## config.mk

```make
export PLATFORM = sky130hd
export DESIGN_NAME = dda_line_rasterizer_top_flat
export DESIGN_NICKNAME = d
export VERILOG_FILES = /design/src/hw/rtl/dda_pkg.sv /design/src/hw/rtl/dda_req_if.sv /design/src/hw/rtl/dda_rsp_if.sv /design/src/hw/rtl/dda_div.sv /design/src/hw/rtl/dda_pix.sv /design/src/hw/rtl/dda_csr.sv /design/src/hw/rtl/dda_line_rasterizer_top.sv /design/src/flat_wrapper.sv
export SDC_FILE = /design/constraint.sdc
export NUM_CORES = 1
export LEC_CHECK = 0
export ABC_AREA = 1
export BUFFER_PORTS_ARGS = -buffer_cell sky130_fd_sc_hd__buf_2
export CAP_MARGIN = 20
export CORE_MARGIN = 3
export CORE_UTILIZATION = 50
export CTS_CLUSTER_SIZE = 25
export DETAILED_ROUTE_END_ITERATION = 6
export PLACE_DENSITY = 0.66
export SETUP_SLACK_MARGIN = 0.2
export SLEW_MARGIN = 5
export SYNTH_ARGS = -nofsm -noshare
export SYNTH_HDL_FRONTEND = slang
export SYNTH_SLANG_ARGS = --single-unit
export TNS_END_PERCENT = 20
```

## constraint.sdc

```tcl
create_clock -name clock -period 5.8 [get_ports clock]
set_input_delay 0.29 -clock clock [delete_from_list [all_inputs] [get_ports clock]]
set_output_delay 0.29 -clock clock [all_outputs]
set_load 0.02 [all_outputs]
```

## src/hw/rtl/dda_pkg.sv

```systemverilog
// -----------------------------------------------------------------------------
// DDA line rasterizer package
// Shared constants, codes and types for the line rasterizer.
// -----------------------------------------------------------------------------
`default_nettype none

package dda_pkg;

   localparam int FRAC_BITS_DEF  = 16;
   localparam int COORD_BITS_DEF = 12;

   localparam int          CANVAS_W     = 11;
   localparam logic [10:0] CANVAS_RESET = 11'd500;

   // request codes
   localparam logic REQ_START = 1'b0;
   localparam logic REQ_TICK  = 1'b1;

   // register file
   localparam int   CSR_DATA_W     = 32;
   localparam int   CSR_ADDR_W     = 3;
   localparam logic CSR_IDX_CANVAS = 1'b0;

   // divider control from the sequencer
   typedef struct packed {
      logic go;    // load operands and start
      logic neg;   // quotient sign
   } div_ctl_type;

endpackage

`default_nettype wire

```

## src/hw/rtl/dda_req_if.sv

```systemverilog
// -----------------------------------------------------------------------------
// DDA request channel
// Valid/ready channel carrying start and tick transactions.
// -----------------------------------------------------------------------------
`default_nettype none

interface dda_req_if #(
   parameter int COORD_BITS = dda_pkg::COORD_BITS_DEF
);
   logic                         valid;
   logic                         ready;
   logic                         req_type;
   logic signed [COORD_BITS-1:0] x_start;
   logic signed [COORD_BITS-1:0] y_start;
   logic signed [COORD_BITS-1:0] x_end;
   logic signed [COORD_BITS-1:0] y_end;
   logic                         mirror;
   logic signed [COORD_BITS-1:0] offset;

   modport source (
      output valid, req_type, x_start, y_start, x_end, y_end, mirror, offset,
      input  ready
   );
   modport sink (
      input  valid, req_type, x_start, y_start, x_end, y_end, mirror, offset,
      output ready
   );
endinterface

`default_nettype wire

```

## src/hw/rtl/dda_rsp_if.sv

```systemverilog
// -----------------------------------------------------------------------------
// DDA response channel
// Valid/ready channel carrying one pixel per transaction.
// -----------------------------------------------------------------------------
`default_nettype none

interface dda_rsp_if #(
   parameter int COORD_BITS = dda_pkg::COORD_BITS_DEF
);
   logic                       valid;
   logic                       ready;
   logic signed [COORD_BITS:0] pixel_x;
   logic signed [COORD_BITS:0] pixel_y;
   logic                       inside_res;
   logic                       last;

   modport source (
      output valid, pixel_x, pixel_y, inside_res, last,
      input  ready
   );
   modport sink (
      input  valid, pixel_x, pixel_y, inside_res, last,
      output ready
   );
endinterface

`default_nettype wire

```

## src/hw/rtl/dda_div.sv

```systemverilog
// -----------------------------------------------------------------------------
// DDA increment divider
// Restoring divider, one quotient bit per cycle: |d| * 2^FRAC_BITS / steps.
// -----------------------------------------------------------------------------
`default_nettype none

module dda_div #(
   parameter int FRAC_BITS  = dda_pkg::FRAC_BITS_DEF,
   parameter int COORD_BITS = dda_pkg::COORD_BITS_DEF
) (
   input  wire                          clock,
   input  wire                          reset,
   input  dda_pkg::div_ctl_type         ctl,
   input  wire         [COORD_BITS-1:0] num,   // |d|, never above den
   input  wire         [COORD_BITS-1:0] den,   // steps, nonzero
   output logic                         done,
   output logic signed [FRAC_BITS+1:0]  quot
);
   localparam int ITER  = FRAC_BITS + 1;   // integer bit plus fraction bits
   localparam int CNT_W = $clog2(ITER + 1);

   logic [COORD_BITS-1:0] rem_ff;
   logic [FRAC_BITS:0]    q_ff;
   logic [CNT_W-1:0]      cnt_ff;
   logic                  busy_ff;
   logic                  first_ff;
   logic                  neg_ff;
   logic                  done_ff;

   logic [COORD_BITS:0]   trial;
   logic [COORD_BITS:0]   diff;
   logic                  fits;
   logic [FRAC_BITS+1:0]  mag;

   // first step compares the numerator itself (integer bit), then shift
   assign trial = first_ff ? {1'b0, rem_ff} : {rem_ff, 1'b0};
   assign diff  = trial - {1'b0, den};
   assign fits  = (trial >= {1'b0, den});

   always_ff @(posedge clock) begin
      if (reset) begin
         busy_ff <= 1'b0;
         done_ff <= 1'b0;
      end else if (ctl.go) begin
         rem_ff   <= num;
         q_ff     <= '0;
         cnt_ff   <= CNT_W'(ITER);
         busy_ff  <= 1'b1;
         first_ff <= 1'b1;
         neg_ff   <= ctl.neg;
         done_ff  <= 1'b0;
      end else if (busy_ff) begin
         rem_ff   <= fits ? diff[COORD_BITS-1:0] : trial[COORD_BITS-1:0];
         q_ff     <= {q_ff[FRAC_BITS-1:0], fits};
         first_ff <= 1'b0;
         cnt_ff   <= cnt_ff - 1'b1;
         if (cnt_ff == CNT_W'(1)) begin
            busy_ff <= 1'b0;
            done_ff <= 1'b1;
         end
      end else begin
         done_ff <= 1'b0;
      end
   end

   assign mag  = {1'b0, q_ff};
   assign quot = neg_ff ? -mag : mag;
   assign done = done_ff;

endmodule

`default_nettype wire

```

## src/hw/rtl/dda_pix.sv

```systemverilog
// -----------------------------------------------------------------------------
// DDA pixel mapper
// Mirror, offset and truncate one accumulator to a pixel; canvas range check.
// -----------------------------------------------------------------------------
`default_nettype none

module dda_pix #(
   parameter int FRAC_BITS  = dda_pkg::FRAC_BITS_DEF,
   parameter int COORD_BITS = dda_pkg::COORD_BITS_DEF
) (
   input  wire  [COORD_BITS+FRAC_BITS:0]    acc,
   input  wire                              mirror,
   input  wire  [COORD_BITS-1:0]            offset,
   input  wire  [dda_pkg::CANVAS_W-1:0]     canvas,
   output logic [COORD_BITS:0]              pixel,
   output logic                             in_range
);
   localparam int ACC_W = COORD_BITS + FRAC_BITS + 1;
   localparam int V_W   = ACC_W + 1;
   localparam int Q_W   = COORD_BITS + 2;
   localparam int CMP_W = (Q_W > dda_pkg::CANVAS_W) ? Q_W : dda_pkg::CANVAS_W;

   logic [V_W-1:0]   acc_ext;
   logic [V_W-1:0]   mir;
   logic [V_W-1:0]   off_ext;
   logic [V_W-1:0]   v;
   logic             round_up;
   logic [Q_W-1:0]   q;

   assign acc_ext  = {acc[ACC_W-1], acc};
   assign mir      = mirror ? -acc_ext : acc_ext;
   assign off_ext  = {{(V_W-COORD_BITS-FRAC_BITS){offset[COORD_BITS-1]}},
                      offset, {FRAC_BITS{1'b0}}};
   assign v        = mir + off_ext;

   // arithmetic shift floors; bump negatives with a fraction toward zero
   assign round_up = v[V_W-1] & (|v[FRAC_BITS-1:0]);
   assign q        = v[V_W-1:FRAC_BITS] + Q_W'(round_up);

   assign pixel    = q[COORD_BITS:0];
   assign in_range = ~q[Q_W-1] && (CMP_W'(q) < CMP_W'(canvas));

endmodule

`default_nettype wire

```

## src/hw/rtl/dda_csr.sv

```systemverilog
// -----------------------------------------------------------------------------
// DDA register file
// APB-style slave holding the canvas size register.
// -----------------------------------------------------------------------------
`default_nettype none

module dda_csr (
   input  wire                                clock,
   input  wire                                reset,
   input  wire                                psel,
   input  wire                                penable,
   input  wire                                pwrite,
   input  wire  [dda_pkg::CSR_ADDR_W-1:0]     paddr,
   input  wire  [dda_pkg::CSR_DATA_W-1:0]     pwdata,
   output logic [dda_pkg::CSR_DATA_W-1:0]     prdata,
   output logic                               pready,
   output logic [dda_pkg::CANVAS_W-1:0]       canvas
);
   logic                          idx;
   logic                          wr_en;
   logic [dda_pkg::CANVAS_W-1:0]  canvas_ff;

   assign idx    = paddr[2];
   assign pready = 1'b1;
   assign wr_en  = psel & penable & pwrite & pready;

   always_ff @(posedge clock) begin
      if (reset) begin
         canvas_ff <= dda_pkg::CANVAS_RESET;
      end else if (wr_en && idx == dda_pkg::CSR_IDX_CANVAS) begin
         canvas_ff <= pwdata[dda_pkg::CANVAS_W-1:0];
      end
   end

   always_comb begin
      prdata = '0;
      if (idx == dda_pkg::CSR_IDX_CANVAS) begin
         prdata = dda_pkg::CSR_DATA_W'(canvas_ff);
      end
   end

   assign canvas = canvas_ff;

endmodule

`default_nettype wire

```

## src/hw/rtl/dda_line_rasterizer_top.sv

```systemverilog
// -----------------------------------------------------------------------------
// DDA line rasterizer top
// Start transactions set up a line; tick transactions emit one pixel each while a line is in progress.
// -----------------------------------------------------------------------------
// Setup: a start transaction of nonzero length keeps req.ready low while the
//   shared divider forms inc_x, then inc_y.
// Throughput: one tick per cycle; a pixel lands in the output register the
//   cycle after its tick and ticks keep flowing while the sink takes them.
// Reset (synchronous, active high): idle, no line in progress, output empty,
//   canvas size back to 500.
// -----------------------------------------------------------------------------
`default_nettype none

module dda_line_rasterizer_top #(
   parameter int FRAC_BITS  = dda_pkg::FRAC_BITS_DEF,
   parameter int COORD_BITS = dda_pkg::COORD_BITS_DEF
) (
   input  wire                              clock,
   input  wire                              reset,
   dda_req_if.sink                          req,
   dda_rsp_if.source                        rsp,
   input  wire                              csr_psel,
   input  wire                              csr_penable,
   input  wire                              csr_pwrite,
   input  wire  [dda_pkg::CSR_ADDR_W-1:0]   csr_paddr,
   input  wire  [dda_pkg::CSR_DATA_W-1:0]   csr_pwdata,
   output logic [dda_pkg::CSR_DATA_W-1:0]   csr_prdata,
   output logic                             csr_pready
);
   localparam int ACC_W = COORD_BITS + FRAC_BITS + 1;  // fixed-point position
   localparam int INC_W = FRAC_BITS + 2;               // |inc| <= 1.0
   localparam int OUT_W = COORD_BITS + 1;

   typedef enum logic [1:0] {
      ST_IDLE,
      ST_DIV_X,
      ST_DIV_Y
   } state_type;

   state_type state_in, state_ff;

   // line state
   logic [ACC_W-1:0]       acc_x_ff, acc_y_ff;
   logic [INC_W-1:0]       inc_x_ff, inc_y_ff;
   logic [COORD_BITS-1:0]  remaining_ff;
   logic                   mirror_ff;
   logic [COORD_BITS-1:0]  offset_ff;
   logic [COORD_BITS-1:0]  abs_dx_ff, abs_dy_ff;
   logic                   neg_x_ff, neg_y_ff;
   logic                   go_ff;

   // output register
   logic                   rsp_valid_ff;
   logic [OUT_W-1:0]       pixel_x_ff, pixel_y_ff;
   logic                   inside_ff;
   logic                   last_ff;

   // start decode
   logic [COORD_BITS:0]    dx, dy;
   logic [COORD_BITS-1:0]  abs_dx, abs_dy, steps;

   logic                   req_fire;
   logic                   start_fire;
   logic                   tick_fire;
   logic                   emit;

   dda_pkg::div_ctl_type   div_ctl;
   logic [COORD_BITS-1:0]  div_num;
   logic                   div_done;
   logic [INC_W-1:0]       div_quot;

   logic [OUT_W-1:0]       pix_x, pix_y;
   logic                   in_x, in_y;
   logic [dda_pkg::CANVAS_W-1:0] canvas;

   // ---------------------------------------------------------------- handshake
   // Output slot must be free (or draining) before any transaction is taken.
   assign req.ready  = (state_ff == ST_IDLE) && (!rsp_valid_ff || rsp.ready);
   assign req_fire   = req.valid && req.ready;
   assign start_fire = req_fire && (req.req_type == dda_pkg::REQ_START);
   assign tick_fire  = req_fire && (req.req_type == dda_pkg::REQ_TICK);
   // a tick with no line in progress is dropped
   assign emit       = tick_fire && (remaining_ff != '0);

   // ---------------------------------------------------------------- setup math
   assign dx     = {req.x_end[COORD_BITS-1], req.x_end}
                 - {req.x_start[COORD_BITS-1], req.x_start};
   assign dy     = {req.y_end[COORD_BITS-1], req.y_end}
                 - {req.y_start[COORD_BITS-1], req.y_start};
   assign abs_dx = dx[COORD_BITS] ? COORD_BITS'(-dx) : dx[COORD_BITS-1:0];
   assign abs_dy = dy[COORD_BITS] ? COORD_BITS'(-dy) : dy[COORD_BITS-1:0];
   assign steps  = (abs_dx >= abs_dy) ? abs_dx : abs_dy;

   // ---------------------------------------------------------------- divider
   // One divider serves both axes: x first, then y. Divisor is the step
   // count, which remaining_ff still holds during setup.
   assign div_ctl.go  = go_ff;
   assign div_ctl.neg = (state_ff == ST_DIV_X) ? neg_x_ff : neg_y_ff;
   assign div_num     = (state_ff == ST_DIV_X) ? abs_dx_ff : abs_dy_ff;

   dda_div #(
      .FRAC_BITS  (FRAC_BITS),
      .COORD_BITS (COORD_BITS)
   ) u_div (
      .clock (clock),
      .reset (reset),
      .ctl   (div_ctl),
      .num   (div_num),
      .den   (remaining_ff),
      .done  (div_done),
      .quot  (div_quot)
   );

   // ---------------------------------------------------------------- sequencer
   always_comb begin
      state_in = state_ff;
      case (state_ff)
         ST_IDLE: begin
            if (start_fire && steps != '0) state_in = ST_DIV_X;
         end
         ST_DIV_X: begin
            if (div_done) state_in = ST_DIV_Y;
         end
         ST_DIV_Y: begin
            if (div_done) state_in = ST_IDLE;
         end
         default: state_in = ST_IDLE;
      endcase
   end

   always_ff @(posedge clock) begin
      if (reset) begin
         state_ff     <= ST_IDLE;
         remaining_ff <= '0;
         go_ff        <= 1'b0;
         rsp_valid_ff <= 1'b0;
      end else begin
         state_ff <= state_in;
         go_ff    <= (start_fire && steps != '0) ||
                     (state_ff == ST_DIV_X && div_done);

         if (start_fire) begin
            // a new line abandons any line in progress
            remaining_ff <= steps;
         end else if (emit) begin
            remaining_ff <= remaining_ff - 1'b1;
         end

         if (emit) begin
            rsp_valid_ff <= 1'b1;
         end else if (rsp.ready) begin
            rsp_valid_ff <= 1'b0;
         end
      end
   end

   // ---------------------------------------------------------------- datapath
   always_ff @(posedge clock) begin
      if (start_fire) begin
         acc_x_ff  <= {req.x_start[COORD_BITS-1], req.x_start, {FRAC_BITS{1'b0}}};
         acc_y_ff  <= {req.y_start[COORD_BITS-1], req.y_start, {FRAC_BITS{1'b0}}};
         inc_x_ff  <= '0;
         inc_y_ff  <= '0;
         mirror_ff <= req.mirror;
         offset_ff <= req.offset;
         abs_dx_ff <= abs_dx;
         abs_dy_ff <= abs_dy;
         neg_x_ff  <= dx[COORD_BITS];
         neg_y_ff  <= dy[COORD_BITS];
      end else if (emit) begin
         acc_x_ff <= acc_x_ff + {{(ACC_W-INC_W){inc_x_ff[INC_W-1]}}, inc_x_ff};
         acc_y_ff <= acc_y_ff + {{(ACC_W-INC_W){inc_y_ff[INC_W-1]}}, inc_y_ff};
      end

      if (div_done && state_ff == ST_DIV_X) inc_x_ff <= div_quot;
      if (div_done && state_ff == ST_DIV_Y) inc_y_ff <= div_quot;

      if (emit) begin
         pixel_x_ff <= pix_x;
         pixel_y_ff <= pix_y;
         inside_ff  <= in_x & in_y;
         last_ff    <= (remaining_ff == COORD_BITS'(1));
      end
   end

   // pixel mapping per axis, from the accumulator before it advances
   dda_pix #(
      .FRAC_BITS  (FRAC_BITS),
      .COORD_BITS (COORD_BITS)
   ) u_pix_x (
      .acc      (acc_x_ff),
      .mirror   (mirror_ff),
      .offset   (offset_ff),
      .canvas   (canvas),
      .pixel    (pix_x),
      .in_range (in_x)
   );

   dda_pix #(
      .FRAC_BITS  (FRAC_BITS),
      .COORD_BITS (COORD_BITS)
   ) u_pix_y (
      .acc      (acc_y_ff),
      .mirror   (mirror_ff),
      .offset   (offset_ff),
      .canvas   (canvas),
      .pixel    (pix_y),
      .in_range (in_y)
   );

   // ---------------------------------------------------------------- registers
   dda_csr u_csr (
      .clock   (clock),
      .reset   (reset),
      .psel    (csr_psel),
      .penable (csr_penable),
      .pwrite  (csr_pwrite),
      .paddr   (csr_paddr),
      .pwdata  (csr_pwdata),
      .prdata  (csr_prdata),
      .pready  (csr_pready),
      .canvas  (canvas)
   );

   // ---------------------------------------------------------------- outputs
   assign rsp.valid      = rsp_valid_ff;
   assign rsp.pixel_x    = pixel_x_ff;
   assign rsp.pixel_y    = pixel_y_ff;
   assign rsp.inside_res = inside_ff;
   assign rsp.last       = last_ff;

   // ---------------------------------------------------------------- checks
   // divider finishes only while the sequencer waits for it
   a_done_in_setup: assert property (@(posedge clock) disable iff (reset)
      div_done |-> (state_ff == ST_DIV_X || state_ff == ST_DIV_Y))
      else $error("divider done outside setup");

   // a zero-length line leaves the block idle with nothing to draw
   a_zero_line: assert property (@(posedge clock) disable iff (reset)
      (start_fire && steps == '0) |=> (state_ff == ST_IDLE && remaining_ff == '0))
      else $error("zero-length line not idle");

   // the pixel flagged last empties the line
   a_last_empties: assert property (@(posedge clock) disable iff (reset)
      (emit && remaining_ff == COORD_BITS'(1)) |=> (remaining_ff == '0 && last_ff))
      else $error("last pixel did not end the line");

endmodule

`default_nettype wire

```

## src/flat_wrapper.sv

```systemverilog
// flat-port wrapper written by rule: the top's interface ports become plain ports
module dda_line_rasterizer_top_flat 
#(
   parameter int FRAC_BITS  = dda_pkg::FRAC_BITS_DEF,
   parameter int COORD_BITS = dda_pkg::COORD_BITS_DEF
)
  (clock, reset, csr_psel, csr_penable, csr_pwrite, csr_paddr, csr_pwdata, csr_prdata, csr_pready, req_valid, req_req_type, req_x_start, req_y_start, req_x_end, req_y_end, req_mirror, req_offset, req_ready, rsp_valid, rsp_pixel_x, rsp_pixel_y, rsp_inside_res, rsp_last, rsp_ready);
  dda_req_if #(.COORD_BITS(COORD_BITS)) req_i ();
  dda_rsp_if #(.COORD_BITS(COORD_BITS)) rsp_i ();
  input  wire clock;
  input  wire reset;
  input  wire csr_psel;
  input  wire csr_penable;
  input  wire csr_pwrite;
  input  wire  [dda_pkg::CSR_ADDR_W-1:0] csr_paddr;
  input  wire  [dda_pkg::CSR_DATA_W-1:0] csr_pwdata;
  output logic [dda_pkg::CSR_DATA_W-1:0] csr_prdata;
  output logic csr_pready;
  input wire logic [$bits(req_i.valid)-1:0] req_valid;
  input wire logic [$bits(req_i.req_type)-1:0] req_req_type;
  input wire logic [$bits(req_i.x_start)-1:0] req_x_start;
  input wire logic [$bits(req_i.y_start)-1:0] req_y_start;
  input wire logic [$bits(req_i.x_end)-1:0] req_x_end;
  input wire logic [$bits(req_i.y_end)-1:0] req_y_end;
  input wire logic [$bits(req_i.mirror)-1:0] req_mirror;
  input wire logic [$bits(req_i.offset)-1:0] req_offset;
  output wire logic [$bits(req_i.ready)-1:0] req_ready;
  output wire logic [$bits(rsp_i.valid)-1:0] rsp_valid;
  output wire logic [$bits(rsp_i.pixel_x)-1:0] rsp_pixel_x;
  output wire logic [$bits(rsp_i.pixel_y)-1:0] rsp_pixel_y;
  output wire logic [$bits(rsp_i.inside_res)-1:0] rsp_inside_res;
  output wire logic [$bits(rsp_i.last)-1:0] rsp_last;
  input wire logic [$bits(rsp_i.ready)-1:0] rsp_ready;
  assign req_i.valid = req_valid;
  assign req_i.req_type = req_req_type;
  assign req_i.x_start = req_x_start;
  assign req_i.y_start = req_y_start;
  assign req_i.x_end = req_x_end;
  assign req_i.y_end = req_y_end;
  assign req_i.mirror = req_mirror;
  assign req_i.offset = req_offset;
  assign req_ready = req_i.ready;
  assign rsp_valid = rsp_i.valid;
  assign rsp_pixel_x = rsp_i.pixel_x;
  assign rsp_pixel_y = rsp_i.pixel_y;
  assign rsp_inside_res = rsp_i.inside_res;
  assign rsp_last = rsp_i.last;
  assign rsp_i.ready = rsp_ready;
  dda_line_rasterizer_top #(.FRAC_BITS(FRAC_BITS), .COORD_BITS(COORD_BITS)) u_core (.clock(clock), .reset(reset), .req(req_i), .rsp(rsp_i), .csr_psel(csr_psel), .csr_penable(csr_penable), .csr_pwrite(csr_pwrite), .csr_paddr(csr_paddr), .csr_pwdata(csr_pwdata), .csr_prdata(csr_prdata), .csr_pready(csr_pready));
endmodule
```

Yosys cells after proc, flatten, opt, wreduce, memory -nomap -nowiden

Index checks and enable logic that the tools add are counted.

Reductions and logical operators: 28
Eq/ne operators: 7
Bitwise gates (word level): 11
Add/subtract/negate cells: 16
$lt $le $gt $ge: 4
Multiplexer cells: 34

Operator list:

| cell                  | count |
|---|---|
| $mux 29               | 4 |
| $mux 12               | 9 |
| $mux 18               | 4 |
| $add 30x30->30        | 2 |
| $mux 30               | 2 |
| $neg 30->30           | 2 |
| $add 29x29->29        | 2 |
| $reduce_or 16->1      | 2 |
| $add 14x1->14         | 2 |
| $lt 14x11->1          | 2 |
| $sub 12x12->13        | 2 |
| $neg 12->12           | 2 |
| $reduce_bool 12->1    | 2 |
| $neg 17->18           | 1 |
| $mux 17               | 1 |
| $ge 13x12->1          | 1 |
| $mux 13               | 1 |
| $eq 12x1->1 const B   | 1 |
| $ge 12x12->1          | 1 |
| $sub 12x1->12 const B | 1 |
| $sub 12x12->12        | 1 |
| $logic_and 1x1->1     | 11 |
| $mux 11               | 1 |
| $reduce_bool 2->1     | 5 |
| 17 further kinds      | 38 |

Input port bits: 104
Output and inout bits: 63
Logic and storage cells: 128
Register bits after elaboration: 226

Logic depth before layout (Yosys ltp)

Gate-level depths: netlist (run 1).

Depth after elaboration: 9
Gate-level depth with buffers: 39
Gate-level depth less buffers: 39

By module

From an unflattened synthesis (run 1), not the netlist that was laid out.

Cells, all modules: 2852
Area total of the unflattened synthesis: 19922.9 µm²

By module, submodules not included:

| module                   | area each (µm²) | times used | sequential area each (µm²) | cells each |
|---|---|---|---|---|
| dda_line_rasterizer_top  | 12186.7         | 1          | 4834.6                     | 1574 |
| dda_div                  | 3010.4          | 1          | 1121.1                     | 418 |
| dda_pix (u_core.u_pix_x) | 2069.5          | 1          | 0.0                        | 381 |
| dda_pix (u_core.u_pix_y) | 1948.1          | 1          | 0.0                        | 367 |
| dda_csr                  | 708.2           | 1          | 220.2                      | 112 |

Least setup slack after synthesis (run 1)

OpenSTA, ideal clock, no wires.

Path type: register to register
Start point: register u_core.acc_y_ff[4]
End point: register u_core.inside_ff (netlist: u_core.rsp.inside_res) (data pin)
Setup slack: 0.617 ns
Buffers on the path: 0
Setup time: 0.138 ns
Required time: 5.662 ns
Data arrival time: 5.045 ns
Period minus slack after synthesis: 5.183 ns
Cell stages (with the launch flop): 39
Cells stage by stage: dfxtp_1 > nor4_1 > nand3_1 > nor2_1 > nand2_1 > nor2_2 > nand2_1 > o21ai_1 > o21ai_0 > xor2_1 > ha_1 > inv_1 > nor3_1 > o21ai_0 > nand3_1 > nand2_1 > a21oi_1 > o21ai_1 > [3 not listed] > nor2_1 > nand2_1 > nor2_1 > nand3_1 > nor2_2 > nand2_1 > xnor2_1 > inv_1 > ha_1 > nand2_1 > nor2_1 > a211oi_1 > o21ai_0 > a21oi_1 > nand2_1 > nor2_1 > nand3_1 > nor2_1

Cells in the longest elaborated chain, start to end: 9
Elaborated cells on any way between the ends: 10
Classes of those cells: 3 x add/sub; 1 x order compare; 1 x mux; 3 x bitwise; 2 x reduce/logical

RTL lines:

| item                   | RTL line                       | RTL |
|---|---|---|
| from (decl)            | dda_line_rasterizer_top.sv:43  | `logic [ACC_W-1:0] acc_x_ff, acc_y_ff;` |
| from (signal assigned) | dda_line_rasterizer_top.sv:161 | `acc_y_ff <= {req.y_start[COORD_BITS-1], req.y_start, {FRAC_BITS{1'b0}}};` |
| from (signal assigned) | dda_line_rasterizer_top.sv:172 | `acc_y_ff <= acc_y_ff + {{(ACC_W-INC_W){inc_y_ff[INC_W-1]}}, inc_y_ff};` |
| $neg 30->30            | dda_pix.sv:31                  | `assign mir = mirror ? -acc_ext : acc_ext;` |
| $mux 30 *              | dda_pix.sv:31                  |  |
| $add 30x30->30 *       | dda_pix.sv:34                  | `assign v = mir + off_ext;` |
| $reduce_or 16->1       | dda_pix.sv:37                  | `assign round_up = v[V_W-1] & (\|v[FRAC_BITS-1:0]);` |
| $and 1x1->1            | dda_pix.sv:37                  |  |
| $add 14x1->14 *        | dda_pix.sv:38                  | `assign q = v[V_W-1:FRAC_BITS] + Q_W'(round_up);` |
| via u_core.pix_y[9]    | dda_line_rasterizer_top.sv:72  | `logic [OUT_W-1:0] pix_x, pix_y;` |
| $lt 14x11->1 *         | dda_pix.sv:41                  | `assign in_range = ~q[Q_W-1] && (CMP_W'(q) < CMP_W'(canvas));` |
| $logic_and 1x1->1 *    | dda_pix.sv:41                  |  |
| $and 1x1->1 *          | dda_line_rasterizer_top.sv:181 | `inside_ff <= in_x & in_y;` |
| to (signal assigned)   | dda_line_rasterizer_top.sv:181 |  |
| to (decl)              | dda_line_rasterizer_top.sv:55  | `logic inside_ff;` |

The timed path passes the listed nets; every way through them passes the cells marked *.
A chain may end at the register's enable or synchronous reset.

Worst setup path after layout (run 1)

Start point: register u_core.acc_x_ff[7]
End point: register u_core.inside_ff (netlist: u_core.rsp.inside_res) (data pin)

Cells in the longest elaborated chain, start to end: 9
Elaborated cells on any way between the ends: 10
Classes of those cells: 3 x add/sub; 1 x order compare; 1 x mux; 3 x bitwise; 2 x reduce/logical

RTL lines:

| item                   | RTL line                       | RTL |
|---|---|---|
| from (decl)            | dda_line_rasterizer_top.sv:43  |  |
| from (signal assigned) | dda_line_rasterizer_top.sv:160 | `acc_x_ff <= {req.x_start[COORD_BITS-1], req.x_start, {FRAC_BITS{1'b0}}};` |
| from (signal assigned) | dda_line_rasterizer_top.sv:171 | `acc_x_ff <= acc_x_ff + {{(ACC_W-INC_W){inc_x_ff[INC_W-1]}}, inc_x_ff};` |
| $neg 30->30            | dda_pix.sv:31                  |  |
| $mux 30 *              | dda_pix.sv:31                  |  |
| $add 30x30->30 *       | dda_pix.sv:34                  |  |
| $reduce_or 16->1       | dda_pix.sv:37                  |  |
| $and 1x1->1            | dda_pix.sv:37                  |  |
| $add 14x1->14 *        | dda_pix.sv:38                  |  |
| via u_core.pix_x[7]    | dda_line_rasterizer_top.sv:72  |  |
| $lt 14x11->1 *         | dda_pix.sv:41                  |  |
| $logic_and 1x1->1 *    | dda_pix.sv:41                  |  |
| $and 1x1->1 *          | dda_line_rasterizer_top.sv:181 |  |

Marks and branches as above.

==> key figures, run 1 <==
Global route
  • Vias in the first global route: 16290
  • Largest net degree at the start of global routing: 82
  • First-pass GRT wire length: 83.7 mm
  • Initial antenna violation count: 0
  • GRT Total Usage: 26.7%
  • Gr ovfl total: 0

CTS
  • Root Driver: clkbuf_16
  • CTS tree: done
  • CTS HTree Levels: 1
  • Clk sink count: 226
  • Clk_lat worst skew: 0.55 ns
  • CTS Buf Count: 27
  • Clock Path Buffers: 3
  • Clock slew at reported path FFs: 0.06 ns

Power and ir drop
  • Comb pwr share: 49.9%
  • Power share of the clock group: 21.5%
  • Switch share: 42.4%
  • Power, Total: 0.00819 W
  • Worst vdd ir: 0.000171 V
  • Seq pwr share: 28.5%
  • Lkg Pwr: 10.2 nW
  • Power per cell area: 382 mW/mm^2
  • Internal Power: 0.00471 W
  • Switching power: 0.00347 W

Job
  • MaxCap Viol Count: 0

Floorplan
  • Core box area: 0.0357 mm^2
  • Die ar.: 0.0388 mm^2
  • Initial Util: 51.1%
  • Num ports: 167
  • Row cnt: 69
  • Die height: 197 um
  • Chip width: 197 um

Timing
  • Unrepaired setup endpoints after global routing: true
  • Fin Setup TNS: 0 ns
  • Max Slew Vio Count: 0
  • Final setup viols: 0
  • Peak Freq: 173 MHz
  • Tmin final: 5.78 ns
  • Tcrit/Tclk final: 99.7%
  • Setup Skew: 0.0173 ns
  • Worst-Margin Slew: 1.00 ns
  • Normalized max-slew margin: 33.2%
  • Final hold violation count: 0

Route
  • DRT iter0 DRCs: 1230
  • TritonRoute pass-1 iters: 5
  • Final wirelength: 54.2 mm
  • Via density: 5.47
  • ANT nets after route: 0
  • DRC Markers: 0
  • Vias post-DR: 17271
  • Wire per inst: 17.2 um

Yosys
  • Seq cells post-synth: 226
  • Mapped Cells: 2451
  • Post-synthesis sequential area ratio: 33.8%
  • Post-synth top area cell: edfxtp_1
  • Synth Flop Type: edfxtp_1
  • Area share of the largest cell type after synthesis: 27.1%
  • Syn_area_per_cell: 7.45 um^2
  • EDFF count, synth: 165
  • Post-synth design cell area: 0.0183 mm^2
  • Distinct cell type count after synthesis: 63
  • Ys Warns: 0
  • Main area contributors after synthesis: edfxtp_1 (27%), ha_1 (11%), nand2_1 (10%), inv_1 (7.1%), dfxtp_1 (6.7%)
  • Async SR Flop Fraction: 0%

Cells and area
  • Final cell utilization of the core: 60.0%
  • Fill count: 3334
  • # diodes: 0
  • Synthesis-to-finish area growth: 17.4%
  • Layout cell share with drive strength beyond 1: 14.6%
  • Cell area after layout: 0.0214 mm^2
  • Layout Nets: 2950

Placement
  • DPL Wire Length: 42.6 mm
  • GPL Wtd Cong: 0.939
  • Placed instance area: 0.0199 mm^2
  • Port bufs: 121

Worst hold path
  • Min-Delay Path Class: primary input to flip-flop

Worst setup path
  • Worst Setup Start Kind: flip-flop
  • Slowest stage delay, CP: 0.36 ns
  • Worst Path Max Fanout: 4
  • Cell at the slowest stage of the critical path: ha_1
  • Worst endpoint data arrival time: 6.18 ns
  • CP Capture Type: flip-flop
  • Crit path required time: 6.20 ns
  • Most used cell, CP: nand2_1
  • CP Class: flip-flop to flip-flop

Outcome
  • Status: completed
==> placed cells by master (no fill, tap or decap), types with 56 or more instances in the layout <==
cell / n
nand2_1: 496
inv_1: 344
nor2_1: 265
edfxtp_1: 165
a21oi_1: 157
ha_1: 156
o21ai_0: 149
nand3_1: 132
buf_2: 121
buf_4: 100
xor2_1: 82
dfxtp_1: 56
==> cells in the mapped netlist, types with 10 or more instances <==
library cell	instances
ha_1	164
a21oi_1	163
o21ai_0	161
edfxtp_1	165
a211oi_1	11
clkbuf_1	36
inv_1	347
nand2_1	509
dfxtp_1	61
a31oi_1	19
xor2_1	85
nand2_2	10
nor4_1	13
o21a_1	16
o211ai_1	23
xnor2_1	33
buf_4	24
nand4_1	35
nor2_1	273
o21ai_1	18
nor3_1	25
nand3_1	137
==> critical path, delay by kind of cell, from the launching register on <==
kind	cells	cell delay, ns
simple gates	21	2.34
compound gates	9	1.37
fa+ha+maj	3	0.80
buf+inv	4	0.49
flops	1	0.32
xor+xnor	2	0.31
==> flip-flops by register name, summed over array words and instances (netlist names), 11 cells and up <==
| register | flops |
|---|---|
| u_core.abs_dx_ff | 12 |
| u_core.inc_x_ff | 18 |
| u_core.u_div.q_ff | 17 |
| u_core.acc_y_ff | 29 |
| u_core.rsp.pixel_x | 13 |
| u_core.remaining_ff | 12 |
| u_core.offset_ff | 12 |
| u_core.u_csr.canvas | 11 |
| u_core.u_div.rem_ff | 12 |
| u_core.abs_dy_ff | 12 |
| u_core.inc_y_ff | 18 |
| u_core.acc_x_ff | 29 |
| u_core.rsp.pixel_y | 13 |
==> stage by stage <==
step           hold WS, ns  worst slack (ns)  instances
6_report            0.0257            0.0190       3157
3_5_place_dp         0.468            -0.287       3077
4_1_cts             0.0150            0.0256       3146
2_1_floorplan        0.389             0.617       2471
5_1_grt             0.0370            -0.307       3157
3_3_place_gp         0.469            0.0317       3077
==> layer usage <==
layer / global-route usage, % / up-vias / wire length [um]
li1: - / 8591 / -
met1: 36.4 / 8047 / 23800
met2: 45.6 / 537 / 25700
met3: 2.01 / 96 / 2750
met4: 8.82 / 0 / 1970
met5: 0 / - / 0
==> power by group through the flow <==
stage          logic, W  registers [W]  clock network, W
2_1_floorplan   0.00267        0.00231                 0
3_3_place_gp    0.00372        0.00232                 0
3_5_place_dp    0.00381        0.00233                 0
4_1_cts         0.00386        0.00231           0.00179
5_1_grt         0.00455        0.00236           0.00184
6_report        0.00409        0.00234           0.00176
==> final timing paths <==
check	startpoint	end	slack, ns	depth (start not counted)
max	u_core.acc_x_ff[7]$_SDFFE_PP0P_	u_core.rsp.inside_res$_DFFE_PP_	0.02	39
min	csr_pwdata[0]	u_core.u_csr.canvas[0]$_SDFFE_PP0P_	0.03	3
max reg2reg	u_core.acc_x_ff[7]$_SDFFE_PP0P_	u_core.rsp.inside_res$_DFFE_PP_	0.02	39
min reg2reg	u_core.acc_x_ff[3]$_SDFFE_PP0P_	u_core.acc_x_ff[3]$_SDFFE_PP0P_	0.50	2
==> what timing repair did <==
action,in CTS,in global routing
setup endpoints to repair,1,1
pin swaps,4,57
gates resized for setup,16,79
hold buffers,19,0
setup buffers,0,11
hold endpoints to repair,19,0
==> cells by family after synthesis <==
kind of cell / synth area share, %
other: 0.0411
AND/OR/NAND/NOR: 24.5
adder cells (fa/ha/maj): 12.0
flip-flops: 33.8
buffers and inverters: 9.26
AO/OA/AOI/OAI: 14.1
XOR/XNOR: 6.28
==> layout make-up <==
| class | instances | area [um^2] | share of cell area (%) |
|---|---|---|---|
| clock buffer | 32 | 694 | 3.24 |
| clock inverter | 18 | 224 | 1.04 |
| inverter | 357 | 1340 | 6.25 |
| multi-input combinational | 1822 | 10900 | 50.7 |
| sequential | 226 | 6180 | 28.8 |
| tap | 461 | 577 | 2.69 |
| timing repair buffer | 241 | 1560 | 7.26 |
Note: power is estimated with default switching activity, not from simulation.
==> run 2: changes to the inputs <==
Settings changed: ABC_AREA 1 to default.
==> run 2 against run 1 <==
  * The flow now finishes with violations (setup timing)
  * Core utilization rose by 0.53 points
  * Hold slack got worse by 0.013 ns
  * Sequential share of layout area rose by 1.4 points
  * Fmax fell by 4.9%
  * Clock power fell by 9%
  * Combinational power fell by 2%
  * Cell area fell by 4.7%
  * Critical path depth fell by 6
  * Register-to-register slack got worse by 0.30 ns
  * Sequential power fell by 3%
  * Critical endpoint unchanged
==> key figures, run 2 <==
Outcome
  • Status: finished, violations left
  • Violated checks: setup timing

CTS
  • CTS HTree Levels: 1 (unchanged)
  • Clk sink count: 226 (unchanged)
  • Clock Path Buffers: 3 (unchanged)
  • Clock slew at reported path FFs: 0.06 ns (about the same)
  • CTS tree: done
  • Root Driver: clkbuf_16
  • Clk_lat worst skew: 0.55 ns (about the same)
  • CTS Buf Count: 27 (unchanged)

Yosys
  • Mux cell area share after synthesis: 2.26% (+2.3 points)
  • Synth Area in Adders: 12.7% (+0.70 points)
  • Async SR Flop Fraction: 0% (unchanged)
  • Syn_area_per_cell: 9.25 um^2 (+24%)
  • Seq cells post-synth: 226 (unchanged)
  • Ranking of synthesized cells by instance count: edfxtp_1 (165), ha_1 (164), nor2_1 (164)
  • EDFF count, synth: 165 (unchanged)
  • Distinct cell type count after synthesis: 81 (+29%)
  • Main area contributors after synthesis: edfxtp_1 (29%), ha_1 (12%), dfxtp_1 (7.1%), xnor2_1 (6.0%), a21oi_1 (3.6%)
  • Mapped Cells: 1866 (-24%)
  • Post-synth top area cell: edfxtp_1
  • Compound-Gate Fraction of Synth Area: 19.0% (+4.9 points)
  • Synth Flop Type: edfxtp_1
  • Area share of the largest cell type after synthesis: 28.7% (+1.6 points)
  • XOR/XNOR Fraction of Synth Area: 9.03% (+2.7 points)
  • Most numerous cell in the Yosys netlist: edfxtp_1
  • Ys Warns: 0 (unchanged)
  • Post-Synth Simple-Gate Area: 16.4% (-8.0 points)
  • Largest family of logic cells by synthesized area: compound AO/OA/AOI/OAI gates
  • Post-synthesis sequential area ratio: 35.8% (+2.0 points)
  • Post-synth design cell area: 0.0173 mm^2 (-5.5%)

Worst setup path
  • Worst endpoint data arrival time: 6.37 ns (+0.19 ns)
  • CP Class: flip-flop to flip-flop
  • CP Capture Type: flip-flop
  • Crit path required time: 6.09 ns (-0.11 ns)
  • Most used cell, CP: buf_4
  • Worst Setup Start Kind: flip-flop
  • Slowest stage delay, CP: 0.48 ns (+0.12 ns)
  • Cell at the slowest stage of the critical path: or4_4
  • Worst Path Max Fanout: 4 (unchanged)

Power and ir drop
  • Seq pwr share: 28.9% (+0.4 points)
  • Worst vdd ir: 0.000271 V (+58%)
  • Switching power: 0.00306 W (-12%)
  • Comb pwr share: 50.7% (+0.8 points)
  • Power per cell area: 386 mW/mm^2 (+1.0%)
  • Internal Power: 0.00482 W (+2.2%)
  • Lkg Pwr: 8.62 nW (-15%)
  • Switch share: 38.9% (-3.5 points)
  • Power share of the clock group: 20.4% (-1.1 points)

Timing
  • Fin Setup TNS: -0.350 ns (-0.350 ns)
  • Final hold violation count: 0 (unchanged)
  • Tcrit/Tclk final: 105% (+5.2 points)
  • Worst-Margin Slew: 0.944 ns (-0.0581 ns)
  • Tmin final: 6.08 ns (+0.299 ns)
  • Normalized max-slew margin: 37.0% (+3.8 points)
  • Final setup viols: 2 (+2)
  • Max Slew Vio Count: 0 (unchanged)
  • Setup Skew: 0.0250 ns (+0.00767 ns)
  • Final worst slack: -0.280 ns (-0.299 ns)
  • Unrepaired setup endpoints after global routing: true
  • Peak Freq: 164 MHz (-4.9%)

Cells and area
  • Biggest regs: u_core.acc_x_ff x29, u_core.acc_y_ff x29
  • Layout Nets: 2386 (-19%)
  • Area of the multi-input gates: 0.0106 mm^2 (-2.2%)
  • Fill count: 2900 (-13%)
  • Register area: 0.00618 mm^2 (about the same)
  • Layout cell share with drive strength beyond 1: 18.4% (+3.8 points)
  • Leading cell type in the layout, fill and taps excluded: edfxtp_1
  • Commonest non-fill, non-tap cells in the layout: edfxtp_1 (165), ha_1 (161), nor2_1 (159), nand2_1 (150), buf_4 (130)
  • # diodes: 0 (unchanged)
  • Synthesis-to-finish area growth: 18.5%

Job
  • MaxCap Viol Count: 0 (unchanged)

Floorplan
  • Initial Util: 51.1% (about the same)
  • Die height: 192 um (-2.7%)
  • Core box area: 0.0338 mm^2 (-5.5%)
  • Die ar.: 0.0368 mm^2 (-5.3%)
  • Chip width: 192 um (-2.7%)
  • Row cnt: 67 (-2.9%)
  • Num ports: 167 (unchanged)

Route
  • Via density: 5.75 (+5.0%)
  • ANT nets after route: 0 (unchanged)
  • Final wirelength: 48.0 mm (-11%)
  • DRC Markers: 0 (unchanged)
  • Vias post-DR: 14824 (-14%)
  • TritonRoute pass-1 iters: 5 (unchanged)
  • Wire per inst: 18.6 um (+8.3%)
  • DRT iter0 DRCs: 930 (-24%)

Global route
  • Initial antenna violation count: 0 (unchanged)
  • GRT Total Usage: 25.3% (-1.5 points)
  • First-pass GRT wire length: 74.1 mm (-11%)
  • Largest net degree at the start of global routing: 67 (-18%)
  • Vias in the first global route: 14180 (-13%)
  • Gr ovfl total: 0 (unchanged)

Worst hold path
  • Min-Delay Path Class: primary input to flip-flop

Placement
  • Port bufs: 121 (unchanged)
  • Setup WS pre-CTS: -0.396 ns (-0.109 ns)
  • GPL Wtd Cong: 0.912 (-2.8%)
  • DPL Wire Length: 36.4 mm (-15%)
[run 2: cell count changes after synthesis, moves of 51 or more]
cell / change
a21o_1: +51
inv_1: -233
nand2_1: -357
nand3_1: -112
nor2_1: -109
o21ai_0: -84
xnor2_1: +85
[run 2: cell type report]
cell class                 instances  area share (%)
clock buffer                      40            3.79
clock inverter                    10           0.300
inverter                         116            2.13
multi-input combinational       1467            52.0
sequential                       226            30.2
tap                              448            2.74
timing repair buffer             273            8.86
[run 2: timing repair]
action | CTS | global route
buffers inserted | 17 | 6
setup endpoints to repair | 1 | 5
gates resized for setup | 34 | 20
pin swaps | 23 | 16
hold buffers | 21 | 0
hold endpoints to repair | 21 | 0
[run 2: kinds of logic after synthesis]
logic type,count (synthesis)
AO/OA/AOI/OAI,483
XOR/XNOR,177
adder cells (fa/ha/maj),171
buffers and inverters,193
flip-flops,226
multiplexers,37
other,2
AND/OR/NAND/NOR,577
[run 2: power by group through the flow]
| stage | Sequential [W] | Clock (W) | Combinational, W |
|---|---|---|---|
| floorplan | 0.00230 | 0 | 0.00253 |
| global placement | 0.00226 | 0 | 0.00365 |
| detailed placement | 0.00228 | 0 | 0.00373 |
| CTS | 0.00226 | 0.00164 | 0.00389 |
| global route | 0.00230 | 0.00171 | 0.00440 |
| finish | 0.00228 | 0.00161 | 0.00400 |
[run 2: worst max-delay path: cells and delay by family (launching register included)]
family | cells | cell delay [ns]
XOR/XNOR | 2 | 0.32
AO/OA/AOI/OAI | 5 | 0.85
AND/OR/NAND/NOR | 9 | 2.09
adder cells (fa/ha/maj) | 1 | 0.26
buffers and inverters | 16 | 1.95
flip-flops | 1 | 0.33
[run 2: per-layer routing]
| metal | track usage, % | part of all wire (%) | wire (um) |
|---|---|---|---|
| met5 | 0 | 0 | 0 |
| met4 | 9.77 | 4.2 | 2020 |
| met3 | 3.72 | 6.6 | 3170 |
| met2 | 42.4 | 46 | 22000 |
| met1 | 32.9 | 43 | 20800 |
[run 2: metrics by stage]
stage	utilization, %	instances	power (W)	area [um^2]	hold WS, ns
3_3_place_gp	56.1	2485	0.00591	19000	0.443
6_report	60.5	2580	0.00788	20400	0.0129
3_5_place_dp	56.1	2485	0.00600	19000	0.449
5_1_grt	60.5	2580	0.00841	20400	0.0159
2_1_floorplan	-	1886	0.00483	17400	0.389
4_1_cts	60.1	2573	0.00780	20300	0.000221
[run 2: final timing paths]
path,slack (ns),startpoint,cells after the start,end
max,-0.28,u_core.acc_x_ff[7]$_SDFFE_PP0P_,33,u_core.rsp.inside_res$_DFFE_PP_
min,0.01,csr_pwdata[3],3,u_core.u_csr.canvas[3]$_SDFFE_PP0P_
max reg2reg,-0.28,u_core.acc_x_ff[7]$_SDFFE_PP0P_,33,u_core.rsp.inside_res$_DFFE_PP_
min reg2reg,0.46,u_core.u_csr.canvas[1]$_SDFFE_PP0P_,2,u_core.u_csr.canvas[1]$_SDFFE_PP0P_
